File: src/hw/rtl/observer_controller_secant_step_top_assert.svh
// Assertion macros for the observer controller RTL.
`ifndef OBSERVER_CONTROLLER_SECANT_STEP_TOP_ASSERT_SVH
`define OBSERVER_CONTROLLER_SECANT_STEP_TOP_ASSERT_SVH
`ifndef SYNTHESIS
// Checked on clk_i, off while rst_ni is low.
`define OCSS_ASSERT(lbl, prop, msg) \
  lbl: assert property (@(posedge clk_i) disable iff (!rst_ni) prop) else $error(msg);
// Checked on clk_i, also while reset is held.
`define OCSS_ASSERT_ALWAYS(lbl, prop, msg) \
  lbl: assert property (@(posedge clk_i) prop) else $error(msg);
`else
`define OCSS_ASSERT(lbl, prop, msg)
`define OCSS_ASSERT_ALWAYS(lbl, prop, msg)
`endif
`endif

File: src/hw/rtl/ocss_pkg.sv
// Types, register map and microcode for the observer controller secant step.
package ocss_pkg;

  localparam int WordW   = 32;
  localparam int AddrW   = 5;
  localparam int NumRegs = 32;
  localparam int CfgIdxW = 4;
  localparam int NumCfg  = 8;
  localparam int PcW     = 6;

  // Command codes
  localparam logic [1:0] OPC_START = 2'd0;
  localparam logic [1:0] OPC_TICK  = 2'd1;
  localparam logic [1:0] OPC_STOP  = 2'd2;

  // Result kinds
  localparam logic KIND_DRIVE = 1'b0;
  localparam logic KIND_ACK   = 1'b1;

  typedef struct packed {
    logic [1:0]              opcode;
    logic signed [WordW-1:0] setpoint;
  } in_item_t;

  typedef struct packed {
    logic                    result_kind;
    logic signed [WordW-1:0] drive_value;
    logic                    solve_failed;
  } out_item_t;

  // Register file map; the config registers sit at their own index
  localparam logic [AddrW-1:0] R_OG     = 5'd0;
  localparam logic [AddrW-1:0] R_OFG    = 5'd1;
  localparam logic [AddrW-1:0] R_DFG    = 5'd2;
  localparam logic [AddrW-1:0] R_B2     = 5'd3;
  localparam logic [AddrW-1:0] R_B1     = 5'd4;
  localparam logic [AddrW-1:0] R_B0     = 5'd5;
  localparam logic [AddrW-1:0] R_A1     = 5'd6;
  localparam logic [AddrW-1:0] R_A0     = 5'd7;
  localparam logic [AddrW-1:0] R_OFS    = 5'd8;
  localparam logic [AddrW-1:0] R_DFS    = 5'd9;
  localparam logic [AddrW-1:0] R_PS1    = 5'd10;
  localparam logic [AddrW-1:0] R_PS2    = 5'd11;
  localparam logic [AddrW-1:0] R_SOLVED = 5'd12;
  localparam logic [AddrW-1:0] R_SP     = 5'd13;
  localparam logic [AddrW-1:0] R_X0     = 5'd14;
  localparam logic [AddrW-1:0] R_X1     = 5'd15;
  localparam logic [AddrW-1:0] R_X2     = 5'd16;
  localparam logic [AddrW-1:0] R_F0     = 5'd17;
  localparam logic [AddrW-1:0] R_F1     = 5'd18;
  localparam logic [AddrW-1:0] R_T      = 5'd19;
  localparam logic [AddrW-1:0] R_U      = 5'd20;
  localparam logic [AddrW-1:0] R_O      = 5'd21;
  localparam logic [AddrW-1:0] R_DRV    = 5'd22;
  localparam logic [AddrW-1:0] R_ZERO   = 5'd23;  // never written, reads 0

  typedef enum logic [3:0] {
    UOP_MUL, UOP_ADD, UOP_SUB, UOP_MULN, UOP_DIV, UOP_ONE, UOP_TOL,
    UOP_BRZ, UOP_LOOP, UOP_END
  } uop_e;

  typedef struct packed {
    uop_e             op;
    logic [AddrW-1:0] dst;
    logic [AddrW-1:0] ra;
    logic [AddrW-1:0] rb;
  } uinstr_t;

  // Program entry points
  localparam logic [PcW-1:0] PC_START = 6'd0;
  localparam logic [PcW-1:0] PC_TICK  = 6'd7;
  localparam logic [PcW-1:0] PC_LOOP  = 6'd10;
  localparam logic [PcW-1:0] PC_SOLVE = 6'd34;

  typedef struct packed {
    logic             start;     // capture setpoint, clear saturation and fail flags
    logic             fetch;     // register operand read
    logic             exec;      // operate on operands
    logic             wb;        // write back result
    uop_e             op;
    logic [AddrW-1:0] ra;
    logic [AddrW-1:0] rb;
    logic [AddrW-1:0] dst;
    logic             set_fail;
    logic             load_out;
    logic             out_kind;
  } dp_cmd_t;

  typedef struct packed {
    logic zero;
    logic lt;
    logic div_done;
    logic out_busy;
  } dp_status_t;

  function automatic uinstr_t mk(input uop_e op, input logic [AddrW-1:0] dst,
                                 input logic [AddrW-1:0] ra, input logic [AddrW-1:0] rb);
    uinstr_t u;
    u.op  = op;
    u.dst = dst;
    u.ra  = ra;
    u.rb  = rb;
    return u;
  endfunction

  function automatic uinstr_t ucode(input logic [PcW-1:0] pc);
    uinstr_t u;
    case (pc)
      // start: drive from the last solution
      6'd0:  u = mk(UOP_MUL, R_T, R_OG, R_SOLVED);
      6'd1:  u = mk(UOP_ADD, R_O, R_T, R_OFS);
      6'd2:  u = mk(UOP_MUL, R_OFS, R_SOLVED, R_OFG);
      6'd3:  u = mk(UOP_SUB, R_T, R_SP, R_O);
      6'd4:  u = mk(UOP_SUB, R_DRV, R_T, R_DFS);
      6'd5:  u = mk(UOP_MUL, R_DFS, R_DRV, R_DFG);
      6'd6:  u = mk(UOP_END, R_ZERO, R_ZERO, R_ZERO);
      // tick: secant search setup
      6'd7:  u = mk(UOP_ADD, R_X0, R_ZERO, R_ZERO);
      6'd8:  u = mk(UOP_ONE, R_X1, R_ZERO, R_ZERO);
      6'd9:  u = mk(UOP_ADD, R_X2, R_ZERO, R_ZERO);
      // residual of x0
      6'd10: u = mk(UOP_MUL, R_T, R_OG, R_X0);
      6'd11: u = mk(UOP_ADD, R_T, R_T, R_OFS);
      6'd12: u = mk(UOP_SUB, R_T, R_SP, R_T);
      6'd13: u = mk(UOP_SUB, R_T, R_T, R_DFS);
      6'd14: u = mk(UOP_MUL, R_T, R_B2, R_T);
      6'd15: u = mk(UOP_ADD, R_T, R_T, R_PS1);
      6'd16: u = mk(UOP_SUB, R_F0, R_X0, R_T);
      // residual of x1
      6'd17: u = mk(UOP_MUL, R_T, R_OG, R_X1);
      6'd18: u = mk(UOP_ADD, R_T, R_T, R_OFS);
      6'd19: u = mk(UOP_SUB, R_T, R_SP, R_T);
      6'd20: u = mk(UOP_SUB, R_T, R_T, R_DFS);
      6'd21: u = mk(UOP_MUL, R_T, R_B2, R_T);
      6'd22: u = mk(UOP_ADD, R_T, R_T, R_PS1);
      6'd23: u = mk(UOP_SUB, R_F1, R_X1, R_T);
      // secant step
      6'd24: u = mk(UOP_SUB, R_T, R_F1, R_F0);
      6'd25: u = mk(UOP_BRZ, R_ZERO, R_ZERO, R_ZERO);
      6'd26: u = mk(UOP_SUB, R_U, R_X1, R_X0);
      6'd27: u = mk(UOP_MULN, R_ZERO, R_F0, R_U);
      6'd28: u = mk(UOP_DIV, R_O, R_T, R_ZERO);
      6'd29: u = mk(UOP_SUB, R_X2, R_X0, R_O);
      6'd30: u = mk(UOP_TOL, R_ZERO, R_X2, R_X1);
      6'd31: u = mk(UOP_ADD, R_X0, R_X1, R_ZERO);
      6'd32: u = mk(UOP_ADD, R_X1, R_X2, R_ZERO);
      6'd33: u = mk(UOP_LOOP, R_ZERO, R_ZERO, R_ZERO);
      // state update with the solution
      6'd34: u = mk(UOP_ADD, R_SOLVED, R_X2, R_ZERO);
      6'd35: u = mk(UOP_MUL, R_T, R_OG, R_X2);
      6'd36: u = mk(UOP_ADD, R_O, R_T, R_OFS);
      6'd37: u = mk(UOP_MUL, R_OFS, R_X2, R_OFG);
      6'd38: u = mk(UOP_SUB, R_T, R_SP, R_O);
      6'd39: u = mk(UOP_SUB, R_DRV, R_T, R_DFS);
      6'd40: u = mk(UOP_MUL, R_DFS, R_DRV, R_DFG);
      6'd41: u = mk(UOP_MUL, R_T, R_B1, R_DRV);
      6'd42: u = mk(UOP_MUL, R_U, R_A1, R_X2);
      6'd43: u = mk(UOP_SUB, R_T, R_T, R_U);
      6'd44: u = mk(UOP_ADD, R_PS1, R_T, R_PS2);
      6'd45: u = mk(UOP_MUL, R_T, R_B0, R_DRV);
      6'd46: u = mk(UOP_MUL, R_U, R_A0, R_X2);
      6'd47: u = mk(UOP_SUB, R_PS2, R_T, R_U);
      default: u = mk(UOP_END, R_ZERO, R_ZERO, R_ZERO);
    endcase
    return u;
  endfunction

endpackage

File: src/hw/rtl/ocss_ctrl.sv
// Controller: command decode, microcode sequencer and secant iteration count.
module ocss_ctrl import ocss_pkg::*; #(
  parameter int MaxIt = 20
) (
  input  logic       clk_i,
  input  logic       rst_ni,
  input  logic       in_valid_i,
  output logic       in_stall_o,
  input  logic [1:0] opcode_i,
  input  dp_status_t status_i,
  output dp_cmd_t    cmd_o
);
  `include "observer_controller_secant_step_top_assert.svh"

  localparam int IterW = (MaxIt > 1) ? $clog2(MaxIt) : 1;

  typedef enum logic [5:0] {
    S_IDLE   = 6'b000001,
    S_ISSUE  = 6'b000010,
    S_EXEC   = 6'b000100,
    S_WB     = 6'b001000,
    S_DIVW   = 6'b010000,
    S_RESULT = 6'b100000
  } state_e;

  state_e           state_q, state_d;
  logic [PcW-1:0]   pc_q, pc_d;
  logic [IterW-1:0] iter_q, iter_d;
  logic             running_q, running_d;
  logic             kind_q, kind_d;
  uinstr_t          u;
  dp_cmd_t          cmd;

  assign u = ucode(pc_q);

  // Sequencer
  always_comb begin
    state_d      = state_q;
    pc_d         = pc_q;
    iter_d       = iter_q;
    running_d    = running_q;
    kind_d       = kind_q;
    cmd          = '0;
    cmd.op       = u.op;
    cmd.ra       = u.ra;
    cmd.rb       = u.rb;
    cmd.dst      = u.dst;
    cmd.out_kind = kind_q;
    case (state_q)
      S_IDLE: begin
        if (in_valid_i) begin
          case (opcode_i)
            OPC_START: begin
              running_d = 1'b1;
              pc_d      = PC_START;
              cmd.start = 1'b1;
              state_d   = S_ISSUE;
            end
            OPC_TICK: begin
              if (running_q) begin
                pc_d      = PC_TICK;
                iter_d    = '0;
                cmd.start = 1'b1;
                state_d   = S_ISSUE;
              end
            end
            OPC_STOP: begin
              running_d = 1'b0;
              kind_d    = KIND_ACK;
              state_d   = S_RESULT;
            end
            default: ;
          endcase
        end
      end
      S_ISSUE: begin
        case (u.op)
          UOP_BRZ: begin
            if (status_i.zero) begin
              cmd.set_fail = 1'b1;
              pc_d         = PC_SOLVE;
            end else begin
              pc_d = pc_q + 1'b1;
            end
          end
          UOP_LOOP: begin
            if (iter_q == IterW'(MaxIt - 1)) begin
              pc_d = PC_SOLVE;
            end else begin
              iter_d = iter_q + 1'b1;
              pc_d   = PC_LOOP;
            end
          end
          UOP_END: begin
            kind_d  = KIND_DRIVE;
            state_d = S_RESULT;
          end
          default: begin
            cmd.fetch = 1'b1;
            state_d   = S_EXEC;
          end
        endcase
      end
      S_EXEC: begin
        cmd.exec = 1'b1;
        state_d  = (u.op == UOP_DIV) ? S_DIVW : S_WB;
      end
      S_DIVW: begin
        if (status_i.div_done) state_d = S_WB;
      end
      S_WB: begin
        cmd.wb  = 1'b1;
        pc_d    = ((u.op == UOP_TOL) && status_i.lt) ? PC_SOLVE : pc_q + 1'b1;
        state_d = S_ISSUE;
      end
      S_RESULT: begin
        if (!status_i.out_busy) begin
          cmd.load_out = 1'b1;
          state_d      = S_IDLE;
        end
      end
      default: state_d = S_IDLE;
    endcase
  end

  always_ff @(posedge clk_i or negedge rst_ni) begin
    if (!rst_ni) begin
      state_q   <= S_IDLE;
      pc_q      <= '0;
      iter_q    <= '0;
      running_q <= 1'b0;
      kind_q    <= KIND_DRIVE;
    end else begin
      state_q   <= state_d;
      pc_q      <= pc_d;
      iter_q    <= iter_d;
      running_q <= running_d;
      kind_q    <= kind_d;
    end
  end

  assign in_stall_o = (state_q != S_IDLE);
  assign cmd_o      = cmd;

  `OCSS_ASSERT(a_iter_range, iter_q <= IterW'(MaxIt - 1), "iteration count past limit")
  `OCSS_ASSERT(a_out_free, cmd.load_out |-> !status_i.out_busy, "result overwrote pending transfer")
  `OCSS_ASSERT(a_div_wait, (state_q == S_DIVW && status_i.div_done) |=> state_q == S_WB, "divide result not written back")
  `OCSS_ASSERT_ALWAYS(a_reset_idle, !rst_ni |=> state_q == S_IDLE, "controller busy in reset")

endmodule

File: config.mk
export PLATFORM = sky130hd
export DESIGN_NAME = ocss_ctrl
export DESIGN_NICKNAME = d
export VERILOG_FILES = /design/src/hw/rtl/ocss_pkg.sv /design/src/hw/rtl/ocss_ctrl.sv
export VERILOG_INCLUDE_DIRS = /design/src /design/src/hw/rtl
export SDC_FILE = /design/constraint.sdc
export NUM_CORES = 1
export LEC_CHECK = 0
export BUFFER_PORTS_ARGS = -buffer_cell sky130_fd_sc_hd__clkbuf_2
export CAP_MARGIN = 20
export CORE_MARGIN = 2
export CORE_UTILIZATION = 42
export CTS_BUF_LIST = sky130_fd_sc_hd__clkbuf_4
export DETAILED_ROUTE_END_ITERATION = 10
export SYNTH_ARGS = -nofsm -noshare
export SYNTH_HDL_FRONTEND = slang
export SYNTH_SLANG_ARGS = --single-unit
File: constraint.sdc
create_clock -name clk_i -period 2.7 [get_ports clk_i]
set_clock_uncertainty 0.15 [all_clocks]
set_input_delay 0.54 -clock clk_i [delete_from_list [all_inputs] [get_ports clk_i]]
set_output_delay 0.54 -clock clk_i [all_outputs]
set_load 0.01 [all_outputs]
-- After elaboration in Yosys (flattened, before gate mapping)
Memories as Yosys holds them, arrays and structs flattened.
Cells that the tools add are included.
- RAM bits: 0
- register bits after elaboration: 19
- memories kept: 1
- latch bits: 0
- memory bits (read-only): 1216
- bits of input ports: 9
- output and inout port bits: 27
- equality and inequality tests: 29
- multiply operators: 0
- muxes and demuxes: 40
- reductions and logical operators: 12
- shifts and indexed selects: 0
- $lt $le $gt $ge: 0
- div/mod/pow operators: 0
- bitwise gates (word level): 0
- add/sub/neg operators: 2
- memory list (name ; depth ; width ; rd ports ; clocked after Yosys merged registers in ; write ports ; line ; text):
    (name not given) ; 64 ; 19 ; 1 ; 0 ; 0 ; ocss_pkg.sv:108 ; case (pc)
- operators by type and width (kind ; count):
    $mux 6 ; 9
    $pmux 6 s2 ; 3
    $pmux 6 s3 ; 2
    $pmux 6 s6 ; 1
    $mux 5 ; 6
    $mux 1 ; 15
    $eq 4x3->1 const B ; 3
    $ne 2x2->1 const B ; 6
    $reduce_and 6->1 ; 2
    $pmux 5 s2 ; 1
    $eq 4x4->1 const B ; 2
    $ne 2x1->1 const B ; 4
    $add 6x1->6 const B ; 1
    $eq 6x1->1 const B ; 1
    $eq 6x2->1 const B ; 1
    $eq 6x3->1 const B ; 1
    $eq 6x4->1 const B ; 1
    $eq 6x5->1 const B ; 1
    $eq 6x6->1 const B ; 1
    $ne 3x1->1 const B ; 2
    $ne 6x1->1 const B ; 1
    $pmux 1 s2 ; 3
    $add 5x1->5 const B ; 1
    $eq 5x5->1 const B ; 1
    13 further kinds ; 14

-- Depth between registers and ports, before layout
An unclocked memory read counts as a cell.
- depth in word-level cells: 5
- gate-level depth with buffers: 12
- gate-level depth less buffers: 10

-- Least setup slack after synthesis
OpenSTA, ideal clock, no wires.
- path type: flip-flop to output port
- from: reg pc_q[2]
- to: out cmd_o[24] (netlist bit)
- required time: 2010 ps
- arrival: 2440 ps
- path slack: -430 ps
- stages on the path, launching flop included: 10
- buffers on the path: 3
- path through: dfrtp_1 buf_2 buf_2 clkinv_1 clkbuf_1 ha_1 o311ai_1 o211a_1 nor2_1 a211oi_1
- RTL lines (element ; line ; text):
    start: declaration ; ocss_ctrl.sv:27 ; logic [PcW-1:0] pc_q, pc_d;
    start signal: assignment ; ocss_ctrl.sv:135 ; pc_q <= pc_d;
    end: declaration ; ocss_ctrl.sv:11 ; output dp_cmd_t cmd_o

==> flow_metrics.tcl <==
set metrics [dict create \
    drt_wl_total_mm 9.386 \
    antenna_found_initial 0 \
    tritoncts "yes" \
    maxSlewViolCount 0 \
    core_mm2 0.005921 \
    setup_viol 18 \
    p_leak_nw 1.526 \
    path_buf_inv 2 \
    post-synth-top-area-fraction_pct 17.55 \
    p_int_mw 2.658 \
    cts.clk_slew.worst_paths_ps 110 \
    r2r_slack_ps -20 \
    ys_types 70 \
    synth_commonest_cells "45 x nand2_1, 38 x a21oi_1, 37 x nor2_1" \
    pwr-share-seq_pct 9.9 \
    hpwl_mm 6.548 \
    grt_pass1_wl_mm 15.03 \
    worst_path_max_delay_cell "dfrtp_2" \
    cts_max_level 1 \
    ys_seq_elements 19 \
    vdd_drop_max_uv 653.7 \
    violations "negative setup slack" \
    ys_async_sr_fraction_pct 100.0 \
    hold_path_class "in -> async" \
    syn_area_per_cell_um2 6.917 \
    timing_hold_violations_final 0 \
    drc 0 \
    fillerInstances 537 \
    synthTopCellsByArea "dfrtp_1 18%, a21oi_1 7.4%, nand2_1 6.6%, o21ai_0 6.2%, ha_1 5.9%" \
    worstPathArrival_ps 2230 \
    wl_per_cell_um 17.95 \
    grt_pass1_vias 3015 \
    switching_share_pct 52.48 \
    postRouteAntennaNets 0 \
    crit_required_ps 2010 \
    slowest_delay_ps 480 \
    critPathMaxFanout 5 \
    grt_max_degree 28 \
    die_w_um 82.17 \
    dieHeight_um 82.17 \
    synth_edf_count 0 \
    fin_nets 470 \
    stdcell_count 523 \
    min_period_ps 2922 \
    die_area_mm2 0.006751 \
    path_cells "buf_4 -> ha_1 -> o21bai_1 -> a221oi_2 -> o32ai_4 -> nor2_1 -> and3_1 -> clkbuf_2" \
    switchingPower_mw 2.935 \
    tightestPinTransition_ps 545.5 \
    worst_slack_ps -222.1 \
    syn_inst 371 \
    yosysMostFrequentCell "nand2_1" \
    dr_total_vias 3263 \
    ys_warn_count 0 \
    cp-startpoint "pc_q[1]$_DFFE_PN0P_" \
    combPwrFrac_pct 87.4 \
    first_pass_iters 5 \
    gr-total-overflow 0 \
    synthFlopType "dfrtp_1" \
    gp_congestion 0.8900 \
    clkPwrFrac_pct 2.8 \
    powerDensity_mw_per_mm2 1559 \
    clock_sinks 19 \
    synth_nets 392 \
    area_growth_syn_to_layout_pct 39.83 \
    cp-start-kind "flip-flop" \
    drive_gt1_share_pct 37.95 \
    synth_largest_area_cell "dfrtp_1" \
    num_rows 28 \
    r2r-start "pc_q[1]$_DFFE_PN0P_" \
    cts_hold_buf 0 \
    clk_path_buf_depth 2 \
    fin_util_pct 60.61 \
    rsz0062_at_grt "true" \
    clock-root-buffer "clkbuf_4" \
    track_usage_pct 28.40 \
    status "finished with violations" \
    slew_headroom_pct 63.58 \
    critPathKind "reg -> out" \
    cp_top_family "compound AO/OA/AOI/OAI gates" \
    io_pins 36 \
    clock_latency_ps 300 \
    cts_buffers 3 \
    drt-initial-drc-count 325 \
    viasPerCell 6.239 \
    ys_seq_area_share_pct 18.58 \
    diodes 0 \
    fin_crit_sh_pct 108.2 \
    synth_area_mm2 0.002566 \
    fmax_ghz 0.3422 \
    initial_core_util_pct 43.34 \
    max_cap_viol_count 0 \
    io_buffers 35 \
    crit_path_end_kind "output pin" \
    place_inst 502 \
]
-- final cells by class --
type | count | area [um2] | share of cell area [%]
Multi-Input combinational cell | 311 | 2191 | 61.05
Clock buffer | 4 | 30.03 | 0.8368
Timing Repair Buffer | 102 | 737.0 | 20.54
Tap cell | 75 | 93.84 | 2.615
Sequential cell | 19 | 485.5 | 13.53
Inverter | 12 | 51.30 | 1.430
-- metal layers --
metal | GRT usage, % | wire (um) | up-vias
met5 | 0 | 0 | -
met4 | 6.833 | 240 | 0
met3 | 1.304 | 552 | 32
met2 | 51.14 | 4609 | 161
met1 | 37.34 | 3984 | 1543
li1 | - | - | 1527
-- cell usage in the layout (no fill, tap or decap), drive strengths merged, types with 8 or more instances in the layout --
cell type  Yosys  layout
buf           13      71
nand2         45      45
a21oi         38      38
nor2          37      37
clkbuf        16      35
o21ai         33      33
dfrtp         18      18
a31oi         13      13
ha            12      12
nand3         11      11
nor3          10      10
inv           10      10
nand2b         8       8
a211oi         8       8
-- sequential cells by signal (all words and copies together), names as in the netlist --
name       count
pc_q           6
state_q        6
iter_q         5
kind_q         1
running_q      1
-- worst paths after layout --
| check | endpoint | depth (start not counted) |
|---|---|---|
| hold / removal | running_q$_DFFE_PN0P_ | 1 |
| hold reg to reg | kind_q$_DFFE_PN0P_ | 2 |
| setup reg to reg | pc_q[4]$_DFFE_PN0P_ | 9 |
| max in group asynchronous | pc_q[2]$_DFFE_PN0P_ | 1 |
| setup / recovery | cmd_o[2] | 8 |
| min in group clk_i | state_q[4]$_DFFE_PN0P_ | 2 |
-- per-stage QoR --
stage	setup WS [ps]	hold WS [ps]	instance area, um2	total power [mW]	setup TNS [ps]
CTS	-172.4	47.16	3386	5.124	-1687
global placement	-52.29	321.1	3134	4.523	-71.41
detailed placement	-25.90	331.0	3134	4.536	-48.48
global route	-268.6	68.25	3588	6.004	-3706
floorplan	-2.750	94.41	2624	3.090	-2.750
finish	-222.1	31.04	3588	5.593	-1861
-- repair_timing --
item                                   4_1_cts  5_1_grt
pin swaps                                   12       12
endpoints found under the hold margin        0        0
setup endpoints to repair                   26       35
buffers inserted                             9        8
gates resized for setup                     41       39
-- cells by family after synthesis --
kind of cell	after synthesis	synth area share, %
and+or+nand+nor	155	30.52
AOI/OAI and AO/OA	138	35.74
buffers and inverters	41	7.119
DFF	19	18.58
adders and majority gates	12	5.851
xor gates and xnor gates	3	1.024
muxes	3	1.170
-- power groups by stage --
stage | Clock (mW) | Sequential (mW) | Combinational [mW]
floorplan | 0 | 0.471 | 2.62
global placement | 0 | 0.526 | 4.00
detailed placement | 0 | 0.534 | 4.00
CTS | 0.157 | 0.524 | 4.44
global route | 0.166 | 0.567 | 5.27
finish | 0.156 | 0.552 | 4.89
(Power assumes the default switching activity.)
